<file path="src/hw/rtl/tidfa_pkg.sv">
// Shared widths, codes and control types of the typed id free-list allocator.
package tidfa_pkg;

  localparam int unsigned CMD_W    = 1;
  localparam int unsigned KEY_W    = 4;
  localparam int unsigned REL_W    = 9;
  localparam int unsigned GIVEN_W  = 8;
  localparam int unsigned STATUS_W = 3;

  localparam logic [CMD_W-1:0] CMD_ALLOC   = 1'b0;
  localparam logic [CMD_W-1:0] CMD_RELEASE = 1'b1;

  typedef enum logic [STATUS_W-1:0] {
    ST_REUSED    = 3'd0,
    ST_FRESH     = 3'd1,
    ST_EXHAUSTED = 3'd2,
    ST_RELEASED  = 3'd3,
    ST_IGNORED   = 3'd4
  } status_e;

  typedef struct packed {
    logic load;
    logic cls_rd;
    logic id_rd;
    logic commit;
    logic clr;
  } dp_cmd_t;

  typedef struct packed {
    logic is_release;
    logic rel_ok;
    logic cls_nonempty;
    logic id_in_use;
    logic clr_last;
    logic out_full;
  } dp_stat_t;

endpackage

</file>
<file path="src/hw/rtl/tidfa_req_if.sv">
// Request channel: command, class key and id to release.
interface tidfa_req_if import tidfa_pkg::*; ();
  logic                    valid;
  logic                    ready;
  logic [CMD_W-1:0]        cmd;
  logic [KEY_W-1:0]        class_key;
  logic signed [REL_W-1:0] release_id;

  modport source (output valid, output cmd, output class_key, output release_id, input ready);
  modport sink   (input valid, input cmd, input class_key, input release_id, output ready);
endinterface

</file>
<file path="src/hw/rtl/tidfa_rsp_if.sv">
// Response channel: id handed out and request status.
interface tidfa_rsp_if import tidfa_pkg::*; ();
  logic                valid;
  logic                ready;
  logic [GIVEN_W-1:0]  given_id;
  logic [STATUS_W-1:0] status;

  modport source (output valid, output given_id, output status, input ready);
  modport sink   (input valid, input given_id, input status, output ready);
endinterface

</file>
<file path="src/hw/rtl/typed_id_free_list_allocator.sv">
// Top level of the typed id free-list allocator.
// Requests arrive on req_i: cmd allocate takes an id for class_key, cmd release
// returns release_id to the free stack of the class it was allocated under.
// Each request gives one transfer on rsp_o with given_id and status.
// An allocate reuses the most recently released id of its class, or else a
// fresh id from a rising counter; with neither left it reports exhausted.
// A release of a negative, out-of-range or idle id is reported and dropped.
// A request passes the look, chase and done states; the response is registered
// at commit. No new request is taken until then, due to the two dependent reads of
// the single-port class-head and id-link memories ahead of the write-back.
// After reset the block clears both memories, one entry a cycle, over
// max(MAX_IDS, KEY_CLASSES) entries, with req_i.ready low, then takes requests.
// The response register holds its transfer while rsp_o.ready is low; a new
// request is taken meanwhile and waits before commit until the slot frees.
module typed_id_free_list_allocator import tidfa_pkg::*; #(
  parameter int unsigned MAX_IDS     = 256,
  parameter int unsigned KEY_CLASSES = 16
) (
  input  logic        clk_i,
  input  logic        rst_ni,
  tidfa_req_if.sink   req_i,
  tidfa_rsp_if.source rsp_o
);

  dp_cmd_t  dp_cmd;
  dp_stat_t dp_stat;
  logic     in_ready;

  tidfa_ctrl u_ctrl (
    .clk_i      (clk_i),
    .rst_ni     (rst_ni),
    .in_valid_i (req_i.valid),
    .in_ready_o (in_ready),
    .stat_i     (dp_stat),
    .cmd_o      (dp_cmd)
  );

  tidfa_datapath #(
    .MAX_IDS     (MAX_IDS),
    .KEY_CLASSES (KEY_CLASSES)
  ) u_datapath (
    .clk_i        (clk_i),
    .rst_ni       (rst_ni),
    .cmd_i        (dp_cmd),
    .stat_o       (dp_stat),
    .req_cmd_i    (req_i.cmd),
    .class_key_i  (req_i.class_key),
    .release_id_i (req_i.release_id),
    .rsp_ready_i  (rsp_o.ready),
    .rsp_valid_o  (rsp_o.valid),
    .given_id_o   (rsp_o.given_id),
    .status_o     (rsp_o.status)
  );

  assign req_i.ready = in_ready;

endmodule

</file>
<file path="src/hw/rtl/tidfa_datapath.sv">
// Datapath: request registers, class and id memories, fresh counter, result register.
module tidfa_datapath import tidfa_pkg::*; #(
  parameter int unsigned MAX_IDS     = 256,
  parameter int unsigned KEY_CLASSES = 16
) (
  input  logic                    clk_i,
  input  logic                    rst_ni,
  input  dp_cmd_t                 cmd_i,
  output dp_stat_t                stat_o,
  input  logic [CMD_W-1:0]        req_cmd_i,
  input  logic [KEY_W-1:0]        class_key_i,
  input  logic signed [REL_W-1:0] release_id_i,
  input  logic                    rsp_ready_i,
  output logic                    rsp_valid_o,
  output logic [GIVEN_W-1:0]      given_id_o,
  output logic [STATUS_W-1:0]     status_o
);

  localparam int unsigned ID_W    = $clog2(MAX_IDS);
  localparam int unsigned CLS_W   = (KEY_CLASSES > 1) ? $clog2(KEY_CLASSES) : 1;
  localparam int unsigned CLR_N   = (MAX_IDS > KEY_CLASSES) ? MAX_IDS : KEY_CLASSES;
  localparam int unsigned CLR_W   = $clog2(CLR_N);
  localparam int unsigned FRESH_W = ID_W + 1;

  typedef struct packed {
    logic             in_use;
    logic [CLS_W-1:0] owner;
    logic             bottom;
    logic [ID_W-1:0]  link;
  } id_ent_t;

  typedef struct packed {
    logic            nonempty;
    logic [ID_W-1:0] head;
  } cls_ent_t;

  id_ent_t  id_mem  [MAX_IDS];
  cls_ent_t cls_mem [KEY_CLASSES];

  logic [CMD_W-1:0]        cmd_q;
  logic [CLS_W-1:0]        cls_q;
  logic signed [REL_W-1:0] rel_q;
  logic [FRESH_W-1:0]      fresh_q;
  logic [CLR_W-1:0]        clr_q;
  id_ent_t                 id_rd_q;
  cls_ent_t                cls_rd_q;
  logic                    out_valid_q;
  logic [GIVEN_W-1:0]      given_q;
  status_e                 status_q;

  logic [CLS_W-1:0] key_cls;
  logic             rel_ok;
  logic [ID_W-1:0]  rel_idx;
  logic [ID_W-1:0]  id_raddr;
  logic [CLS_W-1:0] cls_raddr;

  logic               id_we;
  logic [ID_W-1:0]    id_waddr;
  id_ent_t            id_wdata;
  logic               cls_we;
  logic [CLS_W-1:0]   cls_waddr;
  cls_ent_t           cls_wdata;
  logic               fresh_inc;
  logic [GIVEN_W-1:0] res_given;
  status_e            res_status;

  always_comb begin
    key_cls = '0;
    for (int i = 0; i < (1 << KEY_W); i++) begin
      if (class_key_i == KEY_W'(i)) begin
        key_cls = CLS_W'(i % KEY_CLASSES);
      end
    end
  end

  assign rel_ok  = !rel_q[REL_W-1] && (32'(rel_q[REL_W-2:0]) < MAX_IDS);
  assign rel_idx = ID_W'(rel_q[REL_W-2:0]);

  assign id_raddr  = (cmd_q == CMD_RELEASE) ? rel_idx : cls_rd_q.head;
  assign cls_raddr = (cmd_q == CMD_RELEASE) ? id_rd_q.owner : cls_q;

  always_comb begin
    id_we      = 1'b0;
    id_waddr   = '0;
    id_wdata   = '0;
    cls_we     = 1'b0;
    cls_waddr  = '0;
    cls_wdata  = '0;
    fresh_inc  = 1'b0;
    res_given  = '0;
    res_status = ST_IGNORED;
    if (cmd_q == CMD_ALLOC) begin
      if (cls_rd_q.nonempty) begin
        id_we              = 1'b1;
        id_waddr           = cls_rd_q.head;
        id_wdata.in_use    = 1'b1;
        id_wdata.owner     = cls_q;
        id_wdata.bottom    = id_rd_q.bottom;
        id_wdata.link      = id_rd_q.link;
        cls_we             = 1'b1;
        cls_waddr          = cls_q;
        cls_wdata.nonempty = !id_rd_q.bottom;
        cls_wdata.head     = id_rd_q.bottom ? cls_rd_q.head : id_rd_q.link;
        res_given          = GIVEN_W'(cls_rd_q.head);
        res_status         = ST_REUSED;
      end else if (fresh_q < FRESH_W'(MAX_IDS)) begin
        id_we           = 1'b1;
        id_waddr        = fresh_q[ID_W-1:0];
        id_wdata.in_use = 1'b1;
        id_wdata.owner  = cls_q;
        id_wdata.bottom = 1'b1;
        fresh_inc       = 1'b1;
        res_given       = GIVEN_W'(fresh_q[ID_W-1:0]);
        res_status      = ST_FRESH;
      end else begin
        res_status = ST_EXHAUSTED;
      end
    end else if (rel_ok && id_rd_q.in_use) begin
      id_we              = 1'b1;
      id_waddr           = rel_idx;
      id_wdata.in_use    = 1'b0;
      id_wdata.owner     = id_rd_q.owner;
      id_wdata.bottom    = !cls_rd_q.nonempty;
      id_wdata.link      = cls_rd_q.head;
      cls_we             = 1'b1;
      cls_waddr          = id_rd_q.owner;
      cls_wdata.nonempty = 1'b1;
      cls_wdata.head     = rel_idx;
      res_status         = ST_RELEASED;
    end
  end

  always_ff @(posedge clk_i) begin
    if (cmd_i.clr) begin
      if (32'(clr_q) < MAX_IDS) begin
        id_mem[clr_q[ID_W-1:0]] <= '0;
      end
    end else if (cmd_i.commit && id_we) begin
      id_mem[id_waddr] <= id_wdata;
    end
    if (cmd_i.id_rd) begin
      id_rd_q <= id_mem[id_raddr];
    end
  end

  always_ff @(posedge clk_i) begin
    if (cmd_i.clr) begin
      if (32'(clr_q) < KEY_CLASSES) begin
        cls_mem[clr_q[CLS_W-1:0]] <= '0;
      end
    end else if (cmd_i.commit && cls_we) begin
      cls_mem[cls_waddr] <= cls_wdata;
    end
    if (cmd_i.cls_rd) begin
      cls_rd_q <= cls_mem[cls_raddr];
    end
  end

  always_ff @(posedge clk_i) begin
    if (cmd_i.load) begin
      cmd_q <= req_cmd_i;
      cls_q <= key_cls;
      rel_q <= release_id_i;
    end
    if (cmd_i.commit) begin
      given_q  <= res_given;
      status_q <= res_status;
    end
  end

  always_ff @(posedge clk_i or negedge rst_ni) begin
    if (!rst_ni) begin
      fresh_q     <= '0;
      clr_q       <= '0;
      out_valid_q <= 1'b0;
    end else begin
      if (cmd_i.clr) begin
        clr_q <= clr_q + CLR_W'(1);
      end
      if (cmd_i.commit && fresh_inc) begin
        fresh_q <= fresh_q + FRESH_W'(1);
      end
      if (cmd_i.commit) begin
        out_valid_q <= 1'b1;
      end else if (rsp_ready_i) begin
        out_valid_q <= 1'b0;
      end
    end
  end

  assign stat_o.is_release   = (cmd_q == CMD_RELEASE);
  assign stat_o.rel_ok       = rel_ok;
  assign stat_o.cls_nonempty = cls_rd_q.nonempty;
  assign stat_o.id_in_use    = id_rd_q.in_use;
  assign stat_o.clr_last     = (clr_q == CLR_W'(CLR_N - 1));
  assign stat_o.out_full     = out_valid_q && !rsp_ready_i;

  assign rsp_valid_o = out_valid_q;
  assign given_id_o  = given_q;
  assign status_o    = status_q;

endmodule

</file>
<file path="src/hw/rtl/tidfa_ctrl.sv">
// Controller: sequences memory clearing, lookups and the commit of each request.
module tidfa_ctrl import tidfa_pkg::*; (
  input  logic     clk_i,
  input  logic     rst_ni,
  input  logic     in_valid_i,
  output logic     in_ready_o,
  input  dp_stat_t stat_i,
  output dp_cmd_t  cmd_o
);

  localparam logic [2:0] S_CLEAR = 3'd0;
  localparam logic [2:0] S_IDLE  = 3'd1;
  localparam logic [2:0] S_LOOK  = 3'd2;
  localparam logic [2:0] S_CHASE = 3'd3;
  localparam logic [2:0] S_DONE  = 3'd4;

  logic [2:0] state_q;
  logic [2:0] state_d;

  always_comb begin
    state_d    = state_q;
    cmd_o      = '0;
    in_ready_o = 1'b0;
    unique case (state_q)
      S_CLEAR: begin
        cmd_o.clr = 1'b1;
        if (stat_i.clr_last) begin
          state_d = S_IDLE;
        end
      end
      S_IDLE: begin
        in_ready_o = 1'b1;
        if (in_valid_i) begin
          cmd_o.load = 1'b1;
          state_d    = S_LOOK;
        end
      end
      S_LOOK: begin
        if (stat_i.is_release) begin
          cmd_o.id_rd = stat_i.rel_ok;
        end else begin
          cmd_o.cls_rd = 1'b1;
        end
        state_d = S_CHASE;
      end
      S_CHASE: begin
        if (stat_i.is_release) begin
          cmd_o.cls_rd = stat_i.rel_ok && stat_i.id_in_use;
        end else begin
          cmd_o.id_rd = stat_i.cls_nonempty;
        end
        state_d = S_DONE;
      end
      S_DONE: begin
        if (!stat_i.out_full) begin
          cmd_o.commit = 1'b1;
          state_d      = S_IDLE;
        end
      end
      default: begin
        state_d = S_IDLE;
      end
    endcase
  end

  always_ff @(posedge clk_i or negedge rst_ni) begin
    if (!rst_ni) begin
      state_q <= S_CLEAR;
    end else begin
      state_q <= state_d;
    end
  end

endmodule

</file>
<file path="src/flat_wrapper.sv">
// flat-port wrapper written by rule: the top's interface ports become plain ports
module typed_id_free_list_allocator_flat import tidfa_pkg::*;
#(
  parameter int unsigned MAX_IDS     = 256,
  parameter int unsigned KEY_CLASSES = 16
)
  (clk_i, rst_ni, req_i_valid, req_i_cmd, req_i_class_key, req_i_release_id, req_i_ready, rsp_o_valid, rsp_o_given_id, rsp_o_status, rsp_o_ready);
  tidfa_req_if req_i_i ();
  tidfa_rsp_if rsp_o_i ();
  input  logic clk_i;
  input  logic rst_ni;
  input wire logic [$bits(req_i_i.valid)-1:0] req_i_valid;
  input wire logic [$bits(req_i_i.cmd)-1:0] req_i_cmd;
  input wire logic [$bits(req_i_i.class_key)-1:0] req_i_class_key;
  input wire logic [$bits(req_i_i.release_id)-1:0] req_i_release_id;
  output wire logic [$bits(req_i_i.ready)-1:0] req_i_ready;
  output wire logic [$bits(rsp_o_i.valid)-1:0] rsp_o_valid;
  output wire logic [$bits(rsp_o_i.given_id)-1:0] rsp_o_given_id;
  output wire logic [$bits(rsp_o_i.status)-1:0] rsp_o_status;
  input wire logic [$bits(rsp_o_i.ready)-1:0] rsp_o_ready;
  assign req_i_i.valid = req_i_valid;
  assign req_i_i.cmd = req_i_cmd;
  assign req_i_i.class_key = req_i_class_key;
  assign req_i_i.release_id = req_i_release_id;
  assign req_i_ready = req_i_i.ready;
  assign rsp_o_valid = rsp_o_i.valid;
  assign rsp_o_given_id = rsp_o_i.given_id;
  assign rsp_o_status = rsp_o_i.status;
  assign rsp_o_i.ready = rsp_o_ready;
  typed_id_free_list_allocator #(.MAX_IDS(MAX_IDS), .KEY_CLASSES(KEY_CLASSES)) u_core (.clk_i(clk_i), .rst_ni(rst_ni), .req_i(req_i_i), .rsp_o(rsp_o_i));
endmodule
</file>
<file path="config.mk">
export PLATFORM = sky130hd
export DESIGN_NAME = typed_id_free_list_allocator_flat
export DESIGN_NICKNAME = d
export VERILOG_FILES = /design/src/hw/rtl/tidfa_pkg.sv /design/src/hw/rtl/tidfa_req_if.sv /design/src/hw/rtl/tidfa_rsp_if.sv /design/src/hw/rtl/typed_id_free_list_allocator.sv /design/src/hw/rtl/tidfa_datapath.sv /design/src/hw/rtl/tidfa_ctrl.sv /design/src/flat_wrapper.sv
export SDC_FILE = /design/constraint.sdc
export NUM_CORES = 2
export LEC_CHECK = 0
export BUFFER_PORTS_ARGS = -buffer_cell sky130_fd_sc_hd__buf_4
export CAP_MARGIN = 25
export CORE_ASPECT_RATIO = 1.75
export CORE_UTILIZATION = 65
export CTS_CLUSTER_DIAMETER = 150
export DETAILED_ROUTE_END_ITERATION = 10
export MAX_ROUTING_LAYER = met4
export PLACE_DENSITY = 0.78
export SLEW_MARGIN = 20
export SYNTH_ARGS = -nofsm -noshare
export SYNTH_HDL_FRONTEND = slang
export SYNTH_SLANG_ARGS = --single-unit
</file>
<file path="constraint.sdc">
create_clock -name clk_i -period 23.4 [get_ports clk_i]
set_input_delay 3.51 -clock clk_i [delete_from_list [all_inputs] [get_ports clk_i]]
set_output_delay 3.51 -clock clk_i [all_outputs]
set_load 0.01 [all_outputs]
</file>
==> metrics.txt <==
Resized cells post-CTS 0; sequential element share of the synthesized area 76.5%; Final Net Count 9187; most used flip-flop cell after synthesis edfxtp_1; Post-CTS Setup Inserts 0; fraction of power spent switching nets 30.0%; number of violations reported at the end of detailed-routing iteration 0 15116; Ports 31; peak per-stage delay on the critical path 830 ps; Setup TNS Final 0 ps; DRC 0; share of power burned in combinational logic 20.5%; arrival time reported for the critical path endpoint 8090 ps; Final Hold Fails 0; worst hold path depth 1; Clock Tree Buf Depth 4; share of cells above drive strength 1 14.2%; required time at the worst-slack endpoint 24000 ps; clock buffers created by TritonCTS 315; actual slew at the worst max-slew pin 1250 ps; post-synth top area cell edfxtp_1; net switching power figure 0.00495 W; first drt pass iteration count 10; global-route wire length before repair 624000 um; Critical path buffers and inverters 6; RSZ-0062 raised after global routing no; H-tree levels 5; overall global routing resource usage 39.7%; cells taking the most area after synthesis edfxtp_1 (76%), mux2i_1 (5.4%), mux4_2 (3.5%); Syn Inst Count 9121; power share of the clock group 33.0%; number of hold-repair buffers added at the cts stage 0; number of slew-limit violations in the final report 0; total setup violations reported at the end of the flow 0; initial cell density of the core 65.4%; Int Pwr 0.0116 W; total grt overflow 0; cell at the slowest stage of the critical path mux2_8; largest net degree at the start of global routing 190; EDFF count, synth 3776; worst slack on hold paths 491 ps; final worst-path cycle share 32.0%; shortest clock period the worst path allows after layout 7490 ps; number of distinct library cells after synthesis 69; Global Route met1 Usage 46.6%; asr flop ratio synth 0.553%; routability-driven placement congestion ratio 1.01; Setup crit end kind register; hold path startpoint u_core.u_datapath.fresh_q[4]$_DFFE_PN0P_; fill cell count 13108; CP max FO 120; Die Ht 635 um; netlist area before placement 149000 um^2; core box area 228000 um^2; leakage power of the design 52.4 nW; met3 Use GR 9.03%; Detailed Place HPWL 264000 um; terminating pin of the worst hold path u_core.u_datapath.fresh_q[4]$_DFFE_PN0P_; Std-Cell Rows 232; die area 231000 um^2; Net Count, Synth 9141; drt wl/cell 35.7 um; Post-Synthesis Mean Instance Area 16.3 um^2; vias 89440; length in cells of the worst reg-to-reg path 13; worst setup path start u_core.u_datapath.cmd_q$_DFFE_PP_; Reg power frac 46.6%; clock tree from TritonCTS yes; ordered list of cells on the worst path buf_4, mux2_8, buf_12, buf_4, buf_4, buf_4, buf_4, mux2i_1, o221ai_1, a21oi_1, o221ai_1, o31ai_2, nand4_1; worst skew pair latency 910 ps; VDD IR max 68.4 uV; Warnings, synthesis 0; headroom to the max-slew limit 16.0%; global-route met2 utilization 58.7%; clock slew at reported path FFs 70 ps; Sinks on Clock Net 3797; reg-to-reg startpoint u_core.u_datapath.cmd_q$_DFFE_PP_; Buffers on Ports 30; capture point of the worst reg-to-reg path u_core.u_datapath.id_rd_q[2]$_DFFE_PP_; outcome completed; max_cap viols 0; vias per inst 7.16; Peak Freq 0.133 GHz; FF-to-FF setup slack 15910 ps; residual antenna-violating net count after detailed routing 0; Largest delay share family, worst path buffers and inverters; setup skew after layout 53.6 ps; area growth from synthesis to layout 10.6%; placement-stage worst setup slack 15020 ps; PnR worst setup slack 15910 ps; Power Density 100 nW/um^2; CTS Root Buffer Type clkbuf_16; type of the worst min-delay path reg -> reg; vias in the first global route 85923; Die Width 364 um; Setup CP Type reg -> reg; Top Usage Layer GRT met2; Critical Path Source Type register; routed wire length 446000 um; dominant cell type by count on the critical path buf_4; top-area cell type share of the netlist area 76.1%; post-synthesis register bit count 3797; antenna violations before repair 15
[worst max path at each step]
| stage | depth (start not counted) | slack, ps | endpoint |
|---|---|---|---|
| 6_report | 13 | 15910 | u_core.u_datapath.id_rd_q[2]$_DFFE_PP_ |
| 5_1_grt | 13 | 15630 | u_core.u_datapath.id_rd_q[2]$_DFFE_PP_ |
| 4_1_cts | 11 | 15890 | u_core.u_datapath.id_rd_q[3]$_DFFE_PP_ |
| 3_5_place_dp | 8 | 15020 | u_core.u_datapath.id_mem[107][10]$_DFFE_PP_ |
| 3_3_place_gp | 8 | 15100 | u_core.u_datapath.id_mem[149][7]$_DFFE_PP_ |
| 2_1_floorplan | 6 | 11760 | u_core.u_datapath.id_mem[0][6]$_DFFE_PP_ |
[Yosys cell counts, drive strengths merged, types with 13 or more instances]
cell type / instances
a2111oi: 42
a21oi: 189
a22oi: 20
a311oi: 39
a31oi: 192
and2: 27
buf: 290
clkbuf: 321
dfrtp: 21
edfxtp: 3776
mux2: 15
mux2i: 802
mux4: 233
nand2: 1277
nand3: 595
nand4: 64
nor2: 325
nor2b: 13
nor3: 127
o21ai: 162
o221ai: 281
o22ai: 146
o31ai: 20
o41ai: 38
[cell usage in the layout, fill, tap and decap left out, drive strengths merged, types with 38 or more instances in the layout]
master | Yosys | routed
nand4 | 64 | 64
o221ai | 281 | 281
clkinv | 1 | 124
edfxtp | 3776 | 3776
nor2 | 325 | 325
bufinv | 0 | 40
o21ai | 162 | 162
buf | 290 | 338
mux4 | 233 | 233
a31oi | 192 | 192
a21oi | 189 | 189
o22ai | 146 | 146
clkbuf | 321 | 385
mux2i | 802 | 802
a2111oi | 42 | 42
nand2 | 1277 | 1277
nor3 | 127 | 127
nand3 | 595 | 595
a311oi | 39 | 39
o41ai | 38 | 38
[sequential cells by signal, summed over array words and instances (netlist names), 4 cells and up]
| signal | cells |
|---|---|
| u_core.u_datapath.id_mem | 3584 |
| u_core.u_datapath.fresh_q | 9 |
| u_core.u_datapath.given_id_o | 8 |
| u_core.u_datapath.rel_q | 9 |
| u_core.u_datapath.cls_mem | 144 |
| u_core.u_datapath.cls_q | 4 |
| u_core.u_datapath.clr_q | 8 |
| u_core.u_datapath.cls_rd_q | 8 |
| u_core.u_datapath.id_rd_q | 13 |
[layout make-up]
cell class / instances / area (um^2) / share of cell area [%]
clock buffers: 383 / 8460 / 5.13
repair buffers: 340 / 2960 / 1.79
well taps: 3042 / 3810 / 2.31
clock inverters: 187 / 2010 / 1.22
multi-input cells: 4706 / 33500 / 20.4
inverters: 7 / 27.5 / 0.0167
diodes: 21 / 52.6 / 0.0319
flip-flops and latches: 3797 / 114000 / 69.1
[through the flow]
step                instance area (um^2)  total power (W)  cells  util [%]
floorplan                         149000          0.00968   9121         -
global route                      165000           0.0168  12471      72.3
CTS                               164000           0.0163  12423      71.9
global placement                  153000           0.0109  11794      67.0
finish                            165000           0.0165  12483      72.3
detailed placement                153000           0.0110  11853      67.3
[worst register-to-register path, stage by stage (launching register included)]
cell and delay, ps:
edfxtp_1 320, buf_4 680, mux2_8 860, buf_12 580
buf_4 810, buf_4 820, buf_4 650, buf_4 670
mux2i_1 350, o221ai_1 170, a21oi_1 210, o221ai_1 150
o31ai_2 760, nand4_1 200
[per-layer routing]
metal	vias up	wire length, um
li1	35921	-
met1	44089	139000
met2	7626	207000
met3	1804	53900
met4	0	45400
met5	-	0
[kinds of logic after synthesis]
| family | count (synthesis) | share of synthesized area [%] |
|---|---|---|
| XOR/XNOR | 14 | 0.0823 |
| AO/OA/AOI/OAI | 1173 | 5.45 |
| multiplexers | 1050 | 9.03 |
| flip-flops | 3797 | 76.5 |
| buffers and inverters | 618 | 1.85 |
| AND/OR/NAND/NOR | 2467 | 7.09 |
| adder cells (fa/ha/maj) | 2 | 0.0168 |
[power by group through the flow]
stage	Clock, W	Sequential, W	Combinational (W)
2_1_floorplan	0	0.00781	0.00188
3_3_place_gp	0	0.00782	0.00310
3_5_place_dp	0	0.00783	0.00318
4_1_cts	0.00543	0.00768	0.00321
5_1_grt	0.00568	0.00769	0.00341
6_report	0.00544	0.00769	0.00338
Note: power is estimated with default switching activity, not from simulation.
